==> config.mk <==
export PLATFORM = sky130hd
export DESIGN_NAME = bti_blend
export DESIGN_NICKNAME = d
export VERILOG_FILES = /design/src/bilinear_table_interpolator_assert.svh /design/src/bti_pkg.sv /design/src/bti_blend.sv
export SDC_FILE = /design/constraint.sdc
export NUM_CORES = 2
export LEC_CHECK = 0
export ABC_AREA = 1
export BUFFER_PORTS_ARGS = -buffer_cell sky130_fd_sc_hd__buf_2
export CAP_MARGIN = 20
export CORE_MARGIN = 2
export CORE_UTILIZATION = 66
export CTS_CLUSTER_DIAMETER = 60
export DETAILED_ROUTE_END_ITERATION = 8
export PLACE_DENSITY = 0.86
export RECOVER_POWER = 100
export SLEW_MARGIN = 20
export SYNTH_ARGS = -nofsm -noshare
export SYNTH_HDL_FRONTEND = slang
export SYNTH_SLANG_ARGS = --single-unit
==> constraint.sdc <==
create_clock -name clk -period 8.4 [get_ports clk]
set_input_delay 1.26 -clock clk [delete_from_list [all_inputs] [get_ports clk]]
set_output_delay 1.26 -clock clk [all_outputs]
set_load 0.02 [all_outputs]
==> src/bilinear_table_interpolator_assert.svh <==
// assertion helpers, clocked on clk and held off while rst_n is low
`ifndef BILINEAR_TABLE_INTERPOLATOR_ASSERT_SVH
`define BILINEAR_TABLE_INTERPOLATOR_ASSERT_SVH

// same-cycle implication
`define BTI_ASSERT_NOW(lbl, ante, cons, msg) \
  lbl: assert property (@(posedge clk) disable iff (!rst_n) (ante) |-> (cons)) \
    else $error(msg);

// next-cycle implication
`define BTI_ASSERT_NEXT(lbl, ante, cons, msg) \
  lbl: assert property (@(posedge clk) disable iff (!rst_n) (ante) |=> (cons)) \
    else $error(msg);

`endif

==> src/bti_pkg.sv <==
`timescale 1ns / 1ps
`default_nettype none
package bti_pkg;

  localparam int SPEED_POINTS_MAX_DEF = 16;
  localparam int PITCH_POINTS_MAX_DEF = 16;

  localparam int CNT_W  = 5;
  localparam int FRAC_W = 17;
  localparam logic [FRAC_W-1:0] FRAC_ONE = 17'h10000;

  localparam logic [1:0] OP_WR_SPEED = 2'd0;
  localparam logic [1:0] OP_WR_PITCH = 2'd1;
  localparam logic [1:0] OP_WR_CELL  = 2'd2;
  localparam logic [1:0] OP_LOOKUP   = 2'd3;

  localparam logic CFG_SPEED_CNT = 1'b0;
  localparam logic CFG_PITCH_CNT = 1'b1;

  typedef struct packed {
    logic [1:0]          opcode;
    logic [3:0]          row_index;
    logic [3:0]          col_index;
    logic [15:0]         speed_value;
    logic signed [15:0]  pitch_value;
    logic signed [31:0]  cell_value;
  } in_t;

  typedef struct packed {
    logic signed [31:0] coefficient;
    logic               is_lookup_result;
    logic               axis_empty;
  } out_t;

  typedef struct packed {
    logic             reg_index;
    logic [CNT_W-1:0] wr_data;
  } cfg_t;

  typedef struct packed {
    logic               start;
    logic signed [17:0] num;
    logic signed [17:0] den;
  } div_req_t;

  typedef struct packed {
    logic              done;
    logic [FRAC_W-1:0] frac;
  } div_rsp_t;

endpackage
`default_nettype wire

==> src/bti_blend.sv <==
`timescale 1ns / 1ps
`default_nettype none
module bti_blend (
  input  wire logic                       clk,
  input  wire logic signed [31:0]         lo,
  input  wire logic signed [31:0]         hi,
  input  wire logic [bti_pkg::FRAC_W-1:0] frac,
  output logic signed [31:0]              blend
);
  logic signed [31:0] lo_r;
  logic signed [50:0] prod_r;
  logic signed [32:0] diff;
  logic signed [50:0] prod_nxt;
  logic signed [50:0] prod_adj;
  logic signed [50:0] prod_sh;

  assign diff     = 33'(hi) - 33'(lo);
  assign prod_nxt = diff * $signed({1'b0, frac});

  always_ff @(posedge clk) begin
    lo_r   <= lo;
    prod_r <= prod_nxt;
  end

  // divide by 2^16 rounding toward zero
  assign prod_adj = prod_r + (prod_r[50] ? 51'sd65535 : 51'sd0);
  assign prod_sh  = prod_adj >>> 16;
  assign blend    = lo_r + $signed(prod_sh[31:0]);
endmodule
`default_nettype wire

==> metrics.md <==
| Metric | Value |
|---|---|
| Grt ovf | 0 |
| Final Hold Viols | 0 |
| Syn_area_per_cell | 7.53 µm² |
| Initial drt markers | 2634 |
| Min Hold Slack | 1030 ps |
| Crit-path max cell delay | 570 ps |
| Mux cell area share after synthesis | 0% |
| Synth unique cells | 55 |
| Worst-path fanout max | 5 |
| Number of global-route vias before repair | 27152 |
| Most frequent cell after synthesis | inv_1 |
| DR pass1 iterations | 9 |
| Cell mode on critical path | nand2_1 |
| Largest family of logic cells by synthesized area | adder cells |
| GRT Total Usage | 42.4% |
| IO Port Bufs | 113 |
| Hold Path Class | in2reg |
| DRT antenna net count | 0 |
| Post-Syn Nets | 4506 |
| CP endpoint kind | flip-flop |
| Rel. slew slack | 31.1% |
| Core area | 0.0418 mm² |
| Starting Density | 66.5% |
| Max frequency | 0.122 GHz |
| Post-synth top area share | 38.8% |
| Worst-margin pin slew | 1030 ps |
| Initial antenna violation count | 4 |
| Largest net degree at the start of global routing | 33 |
| Final nets | 4747 |
| Final core occ | 72.9% |
| IO Pins | 114 |
| Most frequent cells after synthesis | inv_1, nand2_1, fa_1 |
| Min Tclk post-route | 8170 ps |
| # DRC | 2 |
| CTS clk-pin slew, worst paths | 70 ps |
| Routability congestion estimate | 1.03 |
| Max-slew violation count | 0 |
| Adder-cell share of the synthesized area | 47.7% |
| CTS Hold Bufs | 0 |
| Crit start category | input port |
| Synthesized area | 0.0278 mm² |
| DR WL/cell | 20.2 µm |
| Synth Area in Simple Gates | 23.5% |
| Synth async-reset ratio | 0% |
| Flops & latches, synth | 81 |
| CTS sink count | 81 |
| Compound-cell area share of the yosys netlist | 6.23% |
| Critical path data required time | 8650 ps |
| Post-Syn Instances | 3688 |
| Synth Area in XOR/XNOR | 2.84% |
| Site Rows | 75 |
| Crit-path slowest cell | fa_1 |
| Vias | 26010 |
| Synth area leader | fa_1 |
| Die area | 0.0437 mm² |
| Crit path kind | in2reg |
| Status | finished with violations |
| Die X | 209 µm |
| Clock Tree Root | clkbuf_16 |
| Num CTS Buffers | 9 |
| Top cells by area, synth | fa_1, inv_1, ha_1 |
| Fin crit share | 97.3% |
| CTS resizes | 0 |
| Die Y | 209 µm |
| Total wire length | 90400 µm |
| DPL Wire Length | 79100 µm |
| Postcts setup bufs | 0 |
| Max Buffers Root-to-Sink | 2 |
| Layout cells sized above 1 | 10.4% |
| Post-synthesis sequential area ratio | 5.84% |
| CTS tree | built |
| Global-route wire length before repair | 143000 µm |
| Total of warnings raised by yosys | 0 |
| Violated checks | DRC |
| Max_cap viols | 0 |
| CP arrival | 8420 ps |
| H-tree lvl count | 3 |
| Final setup violation count | 0 |
| Most used DFF post-synth | dfxtp_1 |
| Post-synth EDFFs | 0 |
| Area Growth Syn to Fin | 9.74% |
| Vias per cell | 5.81 |
[layout by cell type, fill, tap and decap left out, types with 26 or more instances in the layout]
| master | instances |
|---|---|
| dfxtp_1 | 81 |
| clkbuf_1 | 60 |
| buf_4 | 182 |
| nor2_1 | 415 |
| ha_1 | 197 |
| inv_1 | 899 |
| xor2_1 | 61 |
| fa_1 | 538 |
| buf_2 | 60 |
| nor3_1 | 26 |
| nand2_1 | 579 |
| nor2_2 | 35 |
| nand4_1 | 35 |
| nand3_1 | 287 |
| o21ai_0 | 71 |
| a21oi_1 | 138 |
[worst paths after layout]
check                 slack, ps  startpoint    endpoint  depth (start not counted)
worst max-delay path        230       lo[2]  prod_r[35]                         31
worst min-delay path       1030       lo[0]     lo_r[0]                          1
[state kept, by name, indices dropped and copies added (netlist names)]
register and count:
prod_r 49, lo_r 32
[final cells by class]
type                    count  area [µm²]
fillers                  3367       11300
diodes                      3        7.51
flip-flops and latches     81        1620
clock buffers               9         225
clock inverters             5        56.3
multi-input cells        2602       22400
repair buffers            314        2050
inverters                 921        3460
well taps                 539         674
[metal layers]
layer | wire length (µm) | track usage (%) | vias to the layer above
li1 | - | - | 11588
met2 | 41100 | 67.9 | 1639
met4 | 6440 | 25.3 | 2
met5 | 14 | 0 | -
met1 | 33100 | 53.5 | 12350
met3 | 9770 | 8.61 | 431
[critical path, delay by kind of cell]
family | cells | cell delay [ps]
adders and majority gates | 8 | 3920
AOI/OAI and AO/OA | 5 | 1100
buffers and inverters | 6 | 410
xor gates and xnor gates | 1 | 250
and+or+nand+nor | 11 | 1480
[through the flow]
stage                     area (µm²)  worst slack, ps  setup TNS (ps)  instances
final                          30500              229               0       4474
after global routing           30500            -26.9           -83.7       4473
after CTS                      30500              166               0       4471
after detailed placement       30200             -169           -1750       4457
after global placement         30200             -116            -263       4457
after floorplan                27800              847               0       3688
[logic make-up after synthesis]
| kind of cell | count (synthesis) |
|---|---|
| AND/OR/NAND/NOR | 1474 |
| AO/OA/AOI/OAI | 305 |
| adder cells (fa/ha/maj) | 736 |
| XOR/XNOR | 87 |
| flip-flops | 81 |
| buffers and inverters | 1005 |
Power is not shown: default switching activity piles up to over one toggle a cycle in this logic, so the estimate is an artifact.
