## src/bilinear_table_interpolator_assert.svh

```systemverilog
// assertion helpers, clocked on clk and held off while rst_n is low
`ifndef BILINEAR_TABLE_INTERPOLATOR_ASSERT_SVH
`define BILINEAR_TABLE_INTERPOLATOR_ASSERT_SVH

// same-cycle implication
`define BTI_ASSERT_NOW(lbl, ante, cons, msg) \
  lbl: assert property (@(posedge clk) disable iff (!rst_n) (ante) |-> (cons)) \
    else $error(msg);

// next-cycle implication
`define BTI_ASSERT_NEXT(lbl, ante, cons, msg) \
  lbl: assert property (@(posedge clk) disable iff (!rst_n) (ante) |=> (cons)) \
    else $error(msg);

`endif

```

## src/bti_pkg.sv

```systemverilog
`timescale 1ns / 1ps
`default_nettype none
package bti_pkg;

  localparam int SPEED_POINTS_MAX_DEF = 16;
  localparam int PITCH_POINTS_MAX_DEF = 16;

  localparam int CNT_W  = 5;
  localparam int FRAC_W = 17;
  localparam logic [FRAC_W-1:0] FRAC_ONE = 17'h10000;

  localparam logic [1:0] OP_WR_SPEED = 2'd0;
  localparam logic [1:0] OP_WR_PITCH = 2'd1;
  localparam logic [1:0] OP_WR_CELL  = 2'd2;
  localparam logic [1:0] OP_LOOKUP   = 2'd3;

  localparam logic CFG_SPEED_CNT = 1'b0;
  localparam logic CFG_PITCH_CNT = 1'b1;

  typedef struct packed {
    logic [1:0]          opcode;
    logic [3:0]          row_index;
    logic [3:0]          col_index;
    logic [15:0]         speed_value;
    logic signed [15:0]  pitch_value;
    logic signed [31:0]  cell_value;
  } in_t;

  typedef struct packed {
    logic signed [31:0] coefficient;
    logic               is_lookup_result;
    logic               axis_empty;
  } out_t;

  typedef struct packed {
    logic             reg_index;
    logic [CNT_W-1:0] wr_data;
  } cfg_t;

  typedef struct packed {
    logic               start;
    logic signed [17:0] num;
    logic signed [17:0] den;
  } div_req_t;

  typedef struct packed {
    logic              done;
    logic [FRAC_W-1:0] frac;
  } div_rsp_t;

endpackage
`default_nettype wire

```

## src/bti_div.sv

```systemverilog
`timescale 1ns / 1ps
`default_nettype none
module bti_div (
  input  wire logic              clk,
  input  wire logic              rst_n,
  input  wire bti_pkg::div_req_t req,
  output bti_pkg::div_rsp_t      rsp
);
  logic                          busy_r, busy_nxt;
  logic                          done_r, done_nxt;
  logic [4:0]                    cnt_r, cnt_nxt;
  logic [18:0]                   rem_r, rem_nxt;
  logic [17:0]                   den_r, den_nxt;
  logic [bti_pkg::FRAC_W-1:0]    quo_r, quo_nxt;
  logic [17:0]                   num_mag, den_mag;
  logic [18:0]                   rem_sh;

  // magnitudes; a negative quotient clamps to zero anyway
  assign num_mag = req.num[17] ? 18'(-req.num) : 18'(req.num);
  assign den_mag = req.den[17] ? 18'(-req.den) : 18'(req.den);
  assign rem_sh  = {rem_r[17:0], 1'b0};

  always_comb begin
    busy_nxt = busy_r;
    done_nxt = 1'b0;
    cnt_nxt  = cnt_r;
    rem_nxt  = rem_r;
    den_nxt  = den_r;
    quo_nxt  = quo_r;
    if (req.start) begin
      if (req.den == '0 || req.num == '0 || (req.num[17] != req.den[17])) begin
        quo_nxt  = '0;
        done_nxt = 1'b1;
      end else if (num_mag >= den_mag) begin
        quo_nxt  = bti_pkg::FRAC_ONE;
        done_nxt = 1'b1;
      end else begin
        busy_nxt = 1'b1;
        cnt_nxt  = 5'd16;
        rem_nxt  = {1'b0, num_mag};
        den_nxt  = den_mag;
        quo_nxt  = '0;
      end
    end else if (busy_r) begin
      // one restoring step per cycle
      if (rem_sh >= {1'b0, den_r}) begin
        rem_nxt = rem_sh - {1'b0, den_r};
        quo_nxt = {quo_r[bti_pkg::FRAC_W-2:0], 1'b1};
      end else begin
        rem_nxt = rem_sh;
        quo_nxt = {quo_r[bti_pkg::FRAC_W-2:0], 1'b0};
      end
      cnt_nxt = cnt_r - 5'd1;
      if (cnt_r == 5'd1) begin
        busy_nxt = 1'b0;
        done_nxt = 1'b1;
      end
    end
  end

  always_ff @(posedge clk) begin
    if (!rst_n) begin
      busy_r <= 1'b0;
      done_r <= 1'b0;
      cnt_r  <= '0;
    end else begin
      busy_r <= busy_nxt;
      done_r <= done_nxt;
      cnt_r  <= cnt_nxt;
    end
    rem_r <= rem_nxt;
    den_r <= den_nxt;
    quo_r <= quo_nxt;
  end

  assign rsp.done = done_r;
  assign rsp.frac = quo_r;
endmodule
`default_nettype wire

```

## config.mk

```make
export PLATFORM = sky130hd
export DESIGN_NAME = bti_div
export DESIGN_NICKNAME = d
export VERILOG_FILES = /design/src/bilinear_table_interpolator_assert.svh /design/src/bti_pkg.sv /design/src/bti_div.sv
export SDC_FILE = /design/constraint.sdc
export NUM_CORES = 1
export LEC_CHECK = 0
export ABC_AREA = 1
export BUFFER_PORTS_ARGS = -buffer_cell sky130_fd_sc_hd__buf_2
export CORE_ASPECT_RATIO = 1.75
export CORE_MARGIN = 2
export CORE_UTILIZATION = 47
export CTS_BUF_LIST = sky130_fd_sc_hd__clkbuf_4
export DETAILED_ROUTE_END_ITERATION = 12
export GPL_ROUTABILITY_DRIVEN = 1
export PLACE_DENSITY = 0.67
export SLEW_MARGIN = 25
export SYNTH_ARGS = -nofsm -noshare
export SYNTH_HDL_FRONTEND = slang
export SYNTH_SLANG_ARGS = --single-unit
```

## constraint.sdc

```tcl
create_clock -name clk -period 3.46 [get_ports clk]
set_clock_uncertainty 0.2 [all_clocks]
set_input_delay 0.173 -clock clk [delete_from_list [all_inputs] [get_ports clk]]
set_output_delay 0.173 -clock clk [all_outputs]
set_load 0.02 [all_outputs]
```

==> flow_summary.json <==
{
  "layout_common_cells": "nand2_1 (163), inv_1 (134), nor2_1 (78)",
  "antenna_left": 0,
  "dp_slack_ps": 102,
  "synth_cell_types": 39,
  "maxCapViolations": 0,
  "crit_type": "in2reg",
  "dpl_cell_area_sq_um": 5470,
  "setup_violations": 0,
  "syn_avg_cell_area_sq_um": 7.24,
  "cts_tree": "done",
  "wl_microns": 12600,
  "setup_ws_ps": 246,
  "synth_nets": 778,
  "first_global_vias": 4615,
  "dr.first_iter.drc_count": 200,
  "drtPass1Iterations": 4,
  "vias": 4544,
  "fin_total_pwr_mw": 2.65,
  "slew_viol_final": 0,
  "rr_worst_depth": 10,
  "fin_crit_ps": 3210,
  "startpoint_type": "input port",
  "tns_ps": 0,
  "hold_ws_ps": 13.8,
  "rsz0062_at_grt": "false",
  "fin_cells": 912,
  "p_switching_mw": 1.11,
  "slew_headroom": 0.578,
  "fin_util": 0.558,
  "drcViolationCount": 0,
  "start_util": 0.478,
  "path_max_fanout": 5,
  "fillCellCount": 997,
  "clk_root_buffer_cell": "clkbuf_4",
  "worstSkewPairLatency_ps": 430,
  "p_int_mw": 1.54,
  "worstMarginPinSlew_ps": 632,
  "dpl.cell_count": 877,
  "syn_area_sq_um": 5050,
  "yosys_warnings": 0,
  "p_sw_frac": 0.418,
  "ff_latch_area_sq_um": 1730,
  "holdPathStages": 3,
  "cts_buffer_depth": 2,
  "status": "finished, final reports clean",
  "drive_above_1_share": 0.147,
  "wl_per_cell_microns": 13.8,
  "syn2layout_area_growth_pct": 16.7,
  "clkPwrFrac": 0.161,
  "grtUsageTotal": 0.232,
  "multi_input_area_sq_um": 2790,
  "overflow": 0,
  "die_w_microns": 82.4,
  "synthCells": 698,
  "critPathCaptureType": "flop",
  "required_ps": 3400,
  "antenna_found_initial": 1,
  "grt_max_degree": 37,
  "hold_class": "in2reg",
  "routabilityCongestion": 0.869,
  "core-area_sq_um": 10600,
  "fmax_ghz": 0.311,
  "fin_crit_sh": 0.929,
  "numCtsBuffers": 9,
  "die_y_microns": 141,
  "powerDensity_nw_per_um2": 450,
  "nets": 856,
  "vias_per_cell": 4.98,
  "die_area_sq_um": 11600,
  "seq_area_frac_synth": 0.343,
  "p_comb_frac": 0.471,
  "layout_commonest_cell": "nand2_1",
  "stdcell_area_sq_um": 5900,
  "cts_max_level": 3,
  "grt_pass1_wl_microns": 20800,
  "clkTransAtPathRegs_ps": 100,
  "p_leak_nw": 3.06,
  "io_buffers": 56,
  "pwr-share-seq": 0.368,
  "cts.sinks": 60,
  "std_cell_rows": 50,
  "finalHoldViolCount": 0,
  "hpwl_microns": 10100,
  "critPathArrivalTime_ps": 3150,
  "peakVddDrop_mv": 0.273,
  "ys_ff_latch": 60,
  "ios": 57
}
-- state kept, by name, indices dropped and copies added (netlist names) --
| signal | count |
|---|---|
| rem_r | 18 |
| done_r | 1 |
| den_r | 18 |
| busy_r | 1 |
| cnt_r | 5 |
| quo_r | 17 |
-- per-layer routing --
metal  vias to the layer above  global-route usage  part of all wire
met4                         0               0.124             0.046
met3                        28              0.0282             0.025
met2                        98               0.407              0.52
li1                       2382                   -                 -
met1                      2036               0.264              0.41
met5                         -                   0                 0
-- power by group through the flow --
stage	Sequential, mW	Combinational (mW)	Clock (mW)
after floorplan	1.01	0.887	0
after global placement	0.990	1.17	0
after detailed placement	0.993	1.18	0
after CTS	0.977	1.20	0.442
after global routing	0.991	1.41	0.468
final	0.976	1.25	0.428
-- worst max-delay path, cell delays in order --
cell	delay (ps)
dlygate4sd3_1	590
inv_2	80
nand4_1	100
nand3b_1	250
nand2_1	130
o21ai_0	130
xor2_1	270
inv_1	80
ha_1	310
a21o_1	180
nor2_1	100
nand2_1	80
nand2_1	70
nand3_2	100
nor2_1	110
nand2_1	80
inv_2	160
clkbuf_16	160
-- Yosys cell counts --
| cell | count | area share |
|---|---|---|
| a21boi_0 | 1 | 0.0015 |
| a21o_1 | 7 | 0.010 |
| a21oi_1 | 24 | 0.024 |
| a31oi_1 | 2 | 0.0025 |
| and2_1 | 1 | 0.0012 |
| buf_1 | 1 | 0.00074 |
| buf_12 | 1 | 0.0040 |
| buf_2 | 1 | 0.00099 |
| buf_4 | 2 | 0.0030 |
| buf_6 | 2 | 0.0045 |
| clkbuf_1 | 5 | 0.0037 |
| dfxtp_1 | 7 | 0.028 |
| dlygate4sd3_1 | 1 | 0.0020 |
| edfxtp_1 | 53 | 0.31 |
| fa_1 | 1 | 0.0040 |
| ha_1 | 40 | 0.099 |
| inv_1 | 138 | 0.10 |
| inv_2 | 1 | 0.00074 |
| nand2_1 | 167 | 0.12 |
| nand2_2 | 3 | 0.0037 |
| nand3_1 | 51 | 0.050 |
| nand3_2 | 3 | 0.0059 |
| nand3b_1 | 4 | 0.0059 |
| nand3b_2 | 1 | 0.0022 |
| nand4_1 | 12 | 0.015 |
| nor2_1 | 80 | 0.059 |
| nor2_2 | 1 | 0.0012 |
| nor2b_1 | 1 | 0.0012 |
| nor3_1 | 3 | 0.0030 |
| nor3_2 | 2 | 0.0040 |
| nor4_1 | 2 | 0.0025 |
| o21ai_0 | 27 | 0.027 |
| o21ai_1 | 1 | 0.00099 |
| o21bai_1 | 2 | 0.0030 |
| o22ai_1 | 1 | 0.0012 |
| o31ai_1 | 3 | 0.0045 |
| or2_2 | 3 | 0.0037 |
| xnor2_1 | 10 | 0.017 |
| xor2_1 | 33 | 0.057 |
-- worst paths after layout --
| check | from | to | slack (ps) |
|---|---|---|---|
| worst min register to register | cnt_r[1]$_SDFFE_PN0P_ | cnt_r[1]$_SDFFE_PN0P_ | 290 |
| worst max-delay path | req[2] | den_r[16]$_DFFE_PP_ | 250 |
| worst min-delay path | req[18] | rem_r[0]$_DFFE_PP_ | 10 |
| worst max register to register | rem_r[9]$_DFFE_PP_ | rem_r[15]$_DFFE_PP_ | 610 |
-- logic make-up after synthesis --
| group | synth area share |
|---|---|
| xor gates and xnor gates | 0.0745 |
| DFF | 0.343 |
| AOI/OAI and AO/OA | 0.0745 |
| adders and majority gates | 0.103 |
| and+or+nand+nor | 0.283 |
| buffers and inverters | 0.122 |
-- cell type report --
| class | count | share of cell area |
|---|---|---|
| sequential | 60 | 0.294 |
| multi-input combinational | 486 | 0.473 |
| antenna | 1 | 0.000424 |
| tap | 130 | 0.0276 |
| timing repair buffer | 80 | 0.0970 |
| inverter | 139 | 0.0885 |
| clock buffer | 9 | 0.0115 |
| clock inverter | 7 | 0.00870 |
-- repair_timing --
item                                    CTS  global route
endpoints found under the setup margin    0            43
setup buffers                             0             4
hold buffers                             13             1
endpoints found under the hold margin    19             1
resized for setup                         0            25
Power figures use the tool's default switching activity.
