==> config.mk <==
export PLATFORM = sky130hd
export DESIGN_NAME = bti_ram
export DESIGN_NICKNAME = d
export VERILOG_FILES = /design/src/bilinear_table_interpolator_assert.svh /design/src/bti_ram.sv
export SDC_FILE = /design/constraint.sdc
export NUM_CORES = 1
export LEC_CHECK = 0
export BUFFER_PORTS_ARGS = -buffer_cell sky130_fd_sc_hd__buf_4
export CAP_MARGIN = 20
export CORE_ASPECT_RATIO = 0.5
export CORE_UTILIZATION = 50
export DETAILED_ROUTE_END_ITERATION = 8
export GPL_ROUTABILITY_DRIVEN = 1
export PLACE_DENSITY = 0.7
export SLEW_MARGIN = 15
export SYNTH_ARGS = -nofsm -noshare
export SYNTH_HDL_FRONTEND = slang
export SYNTH_SLANG_ARGS = --single-unit
==> constraint.sdc <==
create_clock -name clk -period 6.4 [get_ports clk]
set_input_delay 0.32 -clock clk [delete_from_list [all_inputs] [get_ports clk]]
set_output_delay 0.32 -clock clk [all_outputs]
set_load 0.1 [all_outputs]
==> src/bilinear_table_interpolator_assert.svh <==
// assertion helpers, clocked on clk and held off while rst_n is low
`ifndef BILINEAR_TABLE_INTERPOLATOR_ASSERT_SVH
`define BILINEAR_TABLE_INTERPOLATOR_ASSERT_SVH

// same-cycle implication
`define BTI_ASSERT_NOW(lbl, ante, cons, msg) \
  lbl: assert property (@(posedge clk) disable iff (!rst_n) (ante) |-> (cons)) \
    else $error(msg);

// next-cycle implication
`define BTI_ASSERT_NEXT(lbl, ante, cons, msg) \
  lbl: assert property (@(posedge clk) disable iff (!rst_n) (ante) |=> (cons)) \
    else $error(msg);

`endif

==> src/bti_ram.sv <==
`timescale 1ns / 1ps
`default_nettype none
module bti_ram #(
  parameter int W = 32,
  parameter int D = 16
) (
  input  wire logic                 clk,
  input  wire logic                 we,
  input  wire logic [$clog2(D)-1:0] waddr,
  input  wire logic [W-1:0]         wdata,
  input  wire logic [$clog2(D)-1:0] raddr,
  output logic      [W-1:0]         rd_data_r
);
  logic [W-1:0] mem [D];

  always_ff @(posedge clk) begin
    if (we) begin
      mem[waddr] <= wdata;
    end
    rd_data_r <= mem[raddr];
  end
endmodule
`default_nettype wire

==> results of run 1 <==
registers in the layout, indices dropped and copies added, names as in the netlist:
register and cells:
rd_data_r 32, mem 512
cell usage in the layout, fill, tap and decap left out, types with 4 or more instances in the layout:
cell / n
clkinv_1: 5
mux4_2: 128
nor2_4: 13
nand2_1: 33
a22oi_1: 64
edfxtp_1: 512
clkinv_2: 9
clkbuf_1: 8
nor3_2: 4
clkbuf_16: 49
clkbuf_8: 14
dfxtp_1: 32
buf_4: 94
cell usage after synthesis:
library cell | instances | share of area
a22oi_1 | 64 | 0.024
buf_1 | 9 | 0.0017
nand2b_1 | 2 | 0.00063
nand2_1 | 33 | 0.0062
dfxtp_1 | 32 | 0.032
nor2_1 | 13 | 0.0025
clkbuf_1 | 17 | 0.0032
or3b_2 | 1 | 0.00044
buf_4 | 11 | 0.0042
nor2b_1 | 2 | 0.00063
nor3_1 | 4 | 0.0010
nand3_1 | 1 | 0.00025
nand3b_1 | 2 | 0.00076
mux4_2 | 128 | 0.15
edfxtp_1 | 512 | 0.77
buf_6 | 2 | 0.0011
and2_1 | 1 | 0.00032
buf_2 | 4 | 0.0010
worst paths after layout:
kind | from | to | slack (ns)
setup / recovery | raddr[1] | rd_data_r[22] | 4.09
setup reg to reg | mem[10][22] | rd_data_r[22] | 5.07
hold reg to reg | mem[14][23] | rd_data_r[23] | 0.67
hold / removal | wdata[15] | mem[14][15] | 0.06
worst register-to-register path, stage by stage (launching register included):
cell and delay [ns]:
edfxtp_1 0.37, mux4_2 0.47, a22oi_1 0.22, nand2_1 0.14
cells by family (layout without fill, tap and decap cells):
group	count (synthesis)	in the layout	share of synthesized area
buf+inv	43	181	0.0112
mux	128	128	0.145
flops	544	544	0.807
compound gates	64	64	0.0242
simple gates	59	59	0.0127
per-layer routing:
| metal | track usage | vias up | wire length (um) |
|---|---|---|---|
| li1 | - | 3776 | - |
| met1 | 0.270 | 4794 | 16000 |
| met2 | 0.358 | 332 | 20900 |
| met3 | 0.0308 | 61 | 2650 |
| met4 | 0.0469 | 0 | 753 |
| met5 | 0 | - | 0 |
metrics by stage:
step	setup slack (ns)	hold WS (ns)	power, mW	utilization	cell area [um^2]
6_report	4.09	0.0584	7.31	0.582	22700
5_1_grt	3.99	0.0476	7.51	0.582	22700
4_1_cts	4.08	0.0386	7.36	0.582	22700
3_5_place_dp	3.47	0.621	4.61	0.542	21100
3_3_place_gp	3.48	0.604	4.60	0.542	21100
2_1_floorplan	2.90	0.419	4.44	-	19900
area by class of cell:
type                       count  area (um^2)
clock inverter                16          103
timing repair buffer          95          719
fill                        2645        16300
clock buffer                  70         1440
tap                          530          663
sequential                   544        16000
multi-input combinational    251         3750
power groups by stage:
stage | Clock [mW] | Combinational, mW | Sequential (mW)
3_3_place_gp | 0 | 0.522 | 4.08
3_5_place_dp | 0 | 0.531 | 4.08
2_1_floorplan | 0 | 0.191 | 4.25
6_report | 2.78 | 0.528 | 4.01
4_1_cts | 2.82 | 0.532 | 4.01
5_1_grt | 2.95 | 0.553 | 4.01
==> key figures, run 1 <==
Clock tree
  – Clock transition at path regs: 0.07 ns
  – CTS tree: done
  – Root Buffer: clkbuf_16
  – Max clock buf depth: 3
  – Post-CTS Hold Fix Bufs: 0
  – CTS Buf Count: 46
  – Resized cells post-CTS: 0
  – Postcts setup bufs: 0
  – Clk_lat worst skew: roughly 0.56 ns
  – H-tree Lvls: 2
  – CTS sink count: 544

Synth
  – Mapped Nets: 880
  – Post-synthesis sequential area ratio: 0.807
  – Post-Syn Area: 19,900 um^2
  – Synthesized flop and latch total: 544
  – Synth Instances: 838
  – Distinct cell type count after synthesis: 18
  – Mean Syn Cell Area: 23.7 um^2
  – Yosys Warn Count: 0

GRT
  – Largest net degree at the start of global routing: 73
  – Initial antenna violation count: 0
  – Tot GR Track Use: 0.203
  – GR Overflow Total: 0
  – First-pass GRT wire length: 59,500 um
  – Vias in the first global route: approximately 9,200

Drt
  – Vias per cell: 5.95
  – Initial drt markers: 1,004
  – Via Count: 8,963
  – Routed Antenna Nets: 0
  – DRC viols: 0
  – Drt pass-1 iters: 5
  – Wire per inst: 26.7 um
  – Final wirelength: a little over 40,000 um

Die
  – I/O pin cnt: 74
  – Die height: 143 um
  – Cell row count: approximately 50
  – Initial core utilization: 0.509
  – Die area: 40,600 um^2
  – Total core area: ~40,000 um^2
  – Horiz. Die Dim: 284 um

Pwr
  – Sequential share of power: 0.548
  – Clock network power share: 0.380
  – Leak Pwr: 7.27 nW
  – Cell area power density: 322 nW/um^2
  – Sw Pwr: 1.58 mW
  – Peak VDD IR: roughly 0.18 mV
  – Switching Fraction: 0.216
  – P_int: 5.73 mW
  – Logic pwr share: 0.072

STA
  – Endpoints failing setup: 0
  – Slew headroom: 0.238
  – RSZ-0062 raised after global routing: false
  – Fin. max-slew vios: 0
  – Clock skew after layout: ~0.0089 ns
  – Setup TNS: 0 ns
  – Tcrit/Tclk final: 0.361
  – Final Hold Fails: 0
  – Worst Tran Pin Value: between 1 and 1.5 ns
  – Final Critical Period: 2.31 ns
  – Fmax: 433 MHz

Setup path
  – CP cell instances: buf_4 > buf_4 > mux4_2 > a22oi_1 > nand2_1
  – WP depth: 5
  – Buf/Inv on CP: 2
  – Top delay family on crit path: buffers and inverters
  – Crit path max-delay cell type: buf_4
  – R2R depth: 3
  – Worst-path maximum fanout: 68
  – Critical path class: input pin to flop
  – Data arrival time of the worst path: 2.73 ns
  – Critical Path Sink Type: flop
  – Critical Path Max Stage Delay: around 0.89 ns
  – Most used cell, CP: buf_4
  – CP startpoint kind: input pin
  – Required time of the worst setup path: 6.82 ns

Final layout
  – Inserted Diodes: 0
  – Share of cells above drive strength 1: 0.325
  – Nets@finish: 980
  – Post-Layout Cell Count: 1,506
  – Synthesis-to-layout area growth: 14.3%

Placed design
  – Post-Place Cells: 1,420
  – Post-DP HPWL: 19,000 um
  – Port bufs: 73
  – Routability-driven placement congestion ratio: 0.712

Run status
  – Run status: finished clean

Hold path
  – WHS Path Cells: 1
  – Hold Path Class: input pin to flop

Job
  – Max_cap viols: 0
Power figures use the tool's default switching activity.
==> run 2: changes to the inputs <==
--- a/config.mk
+++ b/config.mk
@@ -5,13 +5,14 @@
 export SDC_FILE = /design/constraint.sdc
 export NUM_CORES = 1
 export LEC_CHECK = 0
+export ABC_AREA = 1
 export BUFFER_PORTS_ARGS = -buffer_cell sky130_fd_sc_hd__buf_4
 export CAP_MARGIN = 20
 export CORE_ASPECT_RATIO = 0.5
 export CORE_UTILIZATION = 50
 export DETAILED_ROUTE_END_ITERATION = 8
 export GPL_ROUTABILITY_DRIVEN = 1
-export PLACE_DENSITY = 0.7
+export PLACE_DENSITY = 0.69
 export SLEW_MARGIN = 15
 export SYNTH_ARGS = -nofsm -noshare
 export SYNTH_HDL_FRONTEND = slang
==> constraint.sdc (replaced) <==
create_clock -name clk -period 2.2 [get_ports clk]
set_input_delay 0.11 -clock clk [delete_from_list [all_inputs] [get_ports clk]]
set_output_delay 0.11 -clock clk [all_outputs]
set_load 0.1 [all_outputs]
==> run 2 against run 1 <==
  * Power grew to 3.0 times the previous value
  * Clock power grew to 2.9 times the previous value
  * Via count is 63% higher
  * Wire length is 27% higher
  * Final area is 14% higher
  * Non-clock buffer count is 57 higher
  * Combinational power grew to 3.6 times the previous value
  * Global-route usage is 2.3 points higher
  * Count of clock-buffer cells in the layout is 3 higher
  * Sequential share of layout area is 8.6 points lower
  * Clock skew is 0.0022 ns higher
  * Worst setup slack worse by 3.3 ns
  * Critical endpoint is now rd_data_r[8]
  * Largest cell class unchanged
==> key figures, run 2 <==
Run status
  – Run status: finished clean

Die
  – Horiz. Die Dim: 304 um
  – I/O pin cnt: 74
  – Total core area: between 40,000 and 50,000 um^2
  – Cell row count: 54
  – Die area: 46,400 um^2
  – Initial core utilization: 0.514
  – Die height: 153 um

Setup path
  – Required time of the worst setup path: 2.09 ns
  – Critical Path Max Stage Delay: a little over 0.4 ns
  – Crit path max-delay cell type: dfxtp_1
  – Data arrival time of the worst path: 1.29 ns
  – CP startpoint kind: flop
  – CP cell instances: buf_4
  – Top delay family on crit path: flip-flops
  – Buf/Inv on CP: 1
  – Critical Path Sink Type: primary output
  – Worst-path maximum fanout: 1
  – Critical path class: flop to primary output

GRT
  – Most Used Layer, Global Route: met2
  – Met1 Use GR: 0.315
  – Tot GR Track Use: 0.226
  – Largest net degree at the start of global routing: 97
  – Vias in the first global route: 14,400
  – Global Route met3 Usage: 0.0382
  – First-pass GRT wire length: 80,200 um
  – Met2 Use GR: 0.369
  – GR Overflow Total: 0
  – Initial antenna violation count: 0

Final layout
  – Most frequent cells in the layout: nand2_1, edfxtp_1, inv_1, nand3_1, buf_4
  – Seq. cell area: ~16,000 um^2
  – Largest regs: mem: 512 flops, rd_data_r: 32 flops
  – Largest reg by FF count: mem
  – Post-Layout Cell Count: between 2,000 and 3,000
  – Most common cell after layout, fill and taps aside: nand2_1
  – Multi-input logic area: 4670 um^2
  – Nets@finish: 2,260
  – Fillers: 3,535
  – Inserted Diodes: 0
  – Max FFs per register: 512
  – Synthesis-to-layout area growth: 13.7%
  – Share of cells above drive strength 1: 0.0912

Synth
  – Primary FF master, synth: edfxtp_1
  – Synthesized flop and latch total: approximately 540
  – Mapped Nets: 2,162
  – Yosys Warn Count: 0
  – Post-synthesis sequential area ratio: 0.705
  – Count leader, synth: nand2_1
  – Asr flop ratio synth: 0
  – Share of the synthesized area in the top cell type: 0.676
  – Number of synthesized flops with an enable pin: 512
  – Post-Syn Area: 22,700 um^2
  – Ranking of synthesized cells by area: edfxtp_1, nand2_1, nand3_1
  – Most frequent cells after synthesis: nand2_1, edfxtp_1, inv_1, nand3_1, buf_2
  – Mean Syn Cell Area: between 10 and 15 um^2
  – Leading area contributor after synthesis: edfxtp_1
  – Distinct cell type count after synthesis: 15
  – Synth Instances: 2,120

Placed design
  – Routability-driven placement congestion ratio: 0.772
  – Port bufs: 73
  – Post-DP HPWL: 26,300 um
  – Post-Place Cells: 2,723
  – Pre-CTS WS: 0.554 ns

STA
  – Slew headroom: 0.447
  – Fmax: around 710 MHz
  – Setup TNS: 0 ns
  – Clock skew after layout: approximately 0.011 ns
  – Final WS setup: approximately 0.80 ns
  – Endpoints failing setup: 0
  – Final Critical Period: 1.40 ns
  – Fin. max-slew vios: 0
  – Worst Tran Pin Value: 0.825 ns
  – Final Hold Fails: 0
  – Tcrit/Tclk final: 0.639
  – RSZ-0062 raised after global routing: false

Clock tree
  – Root Buffer: clkbuf_16
  – Resized cells post-CTS: 0
  – CTS tree: done
  – H-tree Lvls: 2
  – Clk_lat worst skew: 0.57 ns
  – Max clock buf depth: 3
  – CTS sink count: ~540
  – CTS Buf Count: 49
  – Clock transition at path regs: 0.06 ns

Pwr
  – Leak Pwr: between 10 and 15 nW
  – Cell area power density: 836 nW/um^2
  – Peak VDD IR: 0.647 mV

Drt
  – Vias per cell: 5.15
  – Drt pass-1 iters: 6
  – Initial drt markers: between 1,500 and 2,000
  – Wire per inst: about 18 um
  – DRC viols: 0
  – Via Count: 14,600
  – Routed Antenna Nets: 0
  – Final wirelength: 51,200 um

Job
  – Max_cap viols: 0

Hold path
  – Hold Path Class: input pin to flop
==> run 2: changes by cell type in the layout (fill, tap and decap cells not counted), moves of 3 or more <==
cell	previous run	this run
a22oi_1	64	0
buf_12	0	18
buf_4	94	101
clkbuf_1	8	17
clkbuf_8	14	6
clkinv_1	5	8
dlygate4sd3_1	0	32
inv_1	0	386
mux4_2	128	0
nand2_1	33	677
nand3_1	1	385
nor2_4	13	16
nor3_2	4	0
==> run 2: final cells by class <==
type / instances / area share
flip-flops and latches: 544 / 0.620
multi-input cells: 1081 / 0.181
inverters: 390 / 0.0570
repair buffers: 152 / 0.0562
clock buffers: 73 / 0.0545
well taps: 588 / 0.0285
clock inverters: 18 / 0.00349
==> run 2: where the power goes <==
part / switching (mW) / internal, mW / total (mW) / leakage (nW)
registers: 0.0753 / 11.6 / 11.7 / 4.90
clock network: 3.61 / 4.43 / 8.05 / 0.732
logic: 1.42 / 0.495 / 1.92 / 5.36
==> run 2: kinds of logic (layout without fill, tap and decap cells) <==
family	after synthesis	count (layout)	share of synthesized area
buffers and inverters	495	633	0.0954
DFF	544	544	0.705
and+or+nand+nor	1081	1081	0.200
==> run 2: per-stage QoR <==
step                      utilization  power (mW)  cell area, um^2  hold WS, ns
after floorplan                     -        13.1            22700        0.209
after global placement          0.544        13.7            24000        0.408
after detailed placement        0.544        13.7            24000        0.410
after CTS                       0.585        21.7            25800       0.0575
after global routing            0.585        22.3            25800       0.0887
final                           0.585        21.6            25800       0.0736
==> run 2: final timing paths <==
path,start,endpoint,slack (ns),cells after the start
setup reg to reg,mem[9][4],rd_data_r[4],1.19,6
setup / recovery,rd_data_r[8],rd_data_r[8],0.80,1
hold reg to reg,mem[10][27],rd_data_r[27],0.64,6
hold / removal,raddr[2],rd_data_r[6],0.07,5
==> run 2: per-layer routing <==
metal,part of all wire,up-vias
li1,-,7034
met1,0.43,7049
met2,0.48,483
met3,0.069,80
met4,0.018,0
met5,0,-
==> run 2: repair_timing <==
| action | CTS | global route |
|---|---|---|
| setup buffers | 0 | 0 |
| hold buffers | 32 | 0 |
| endpoints found under the hold margin | 512 | 0 |
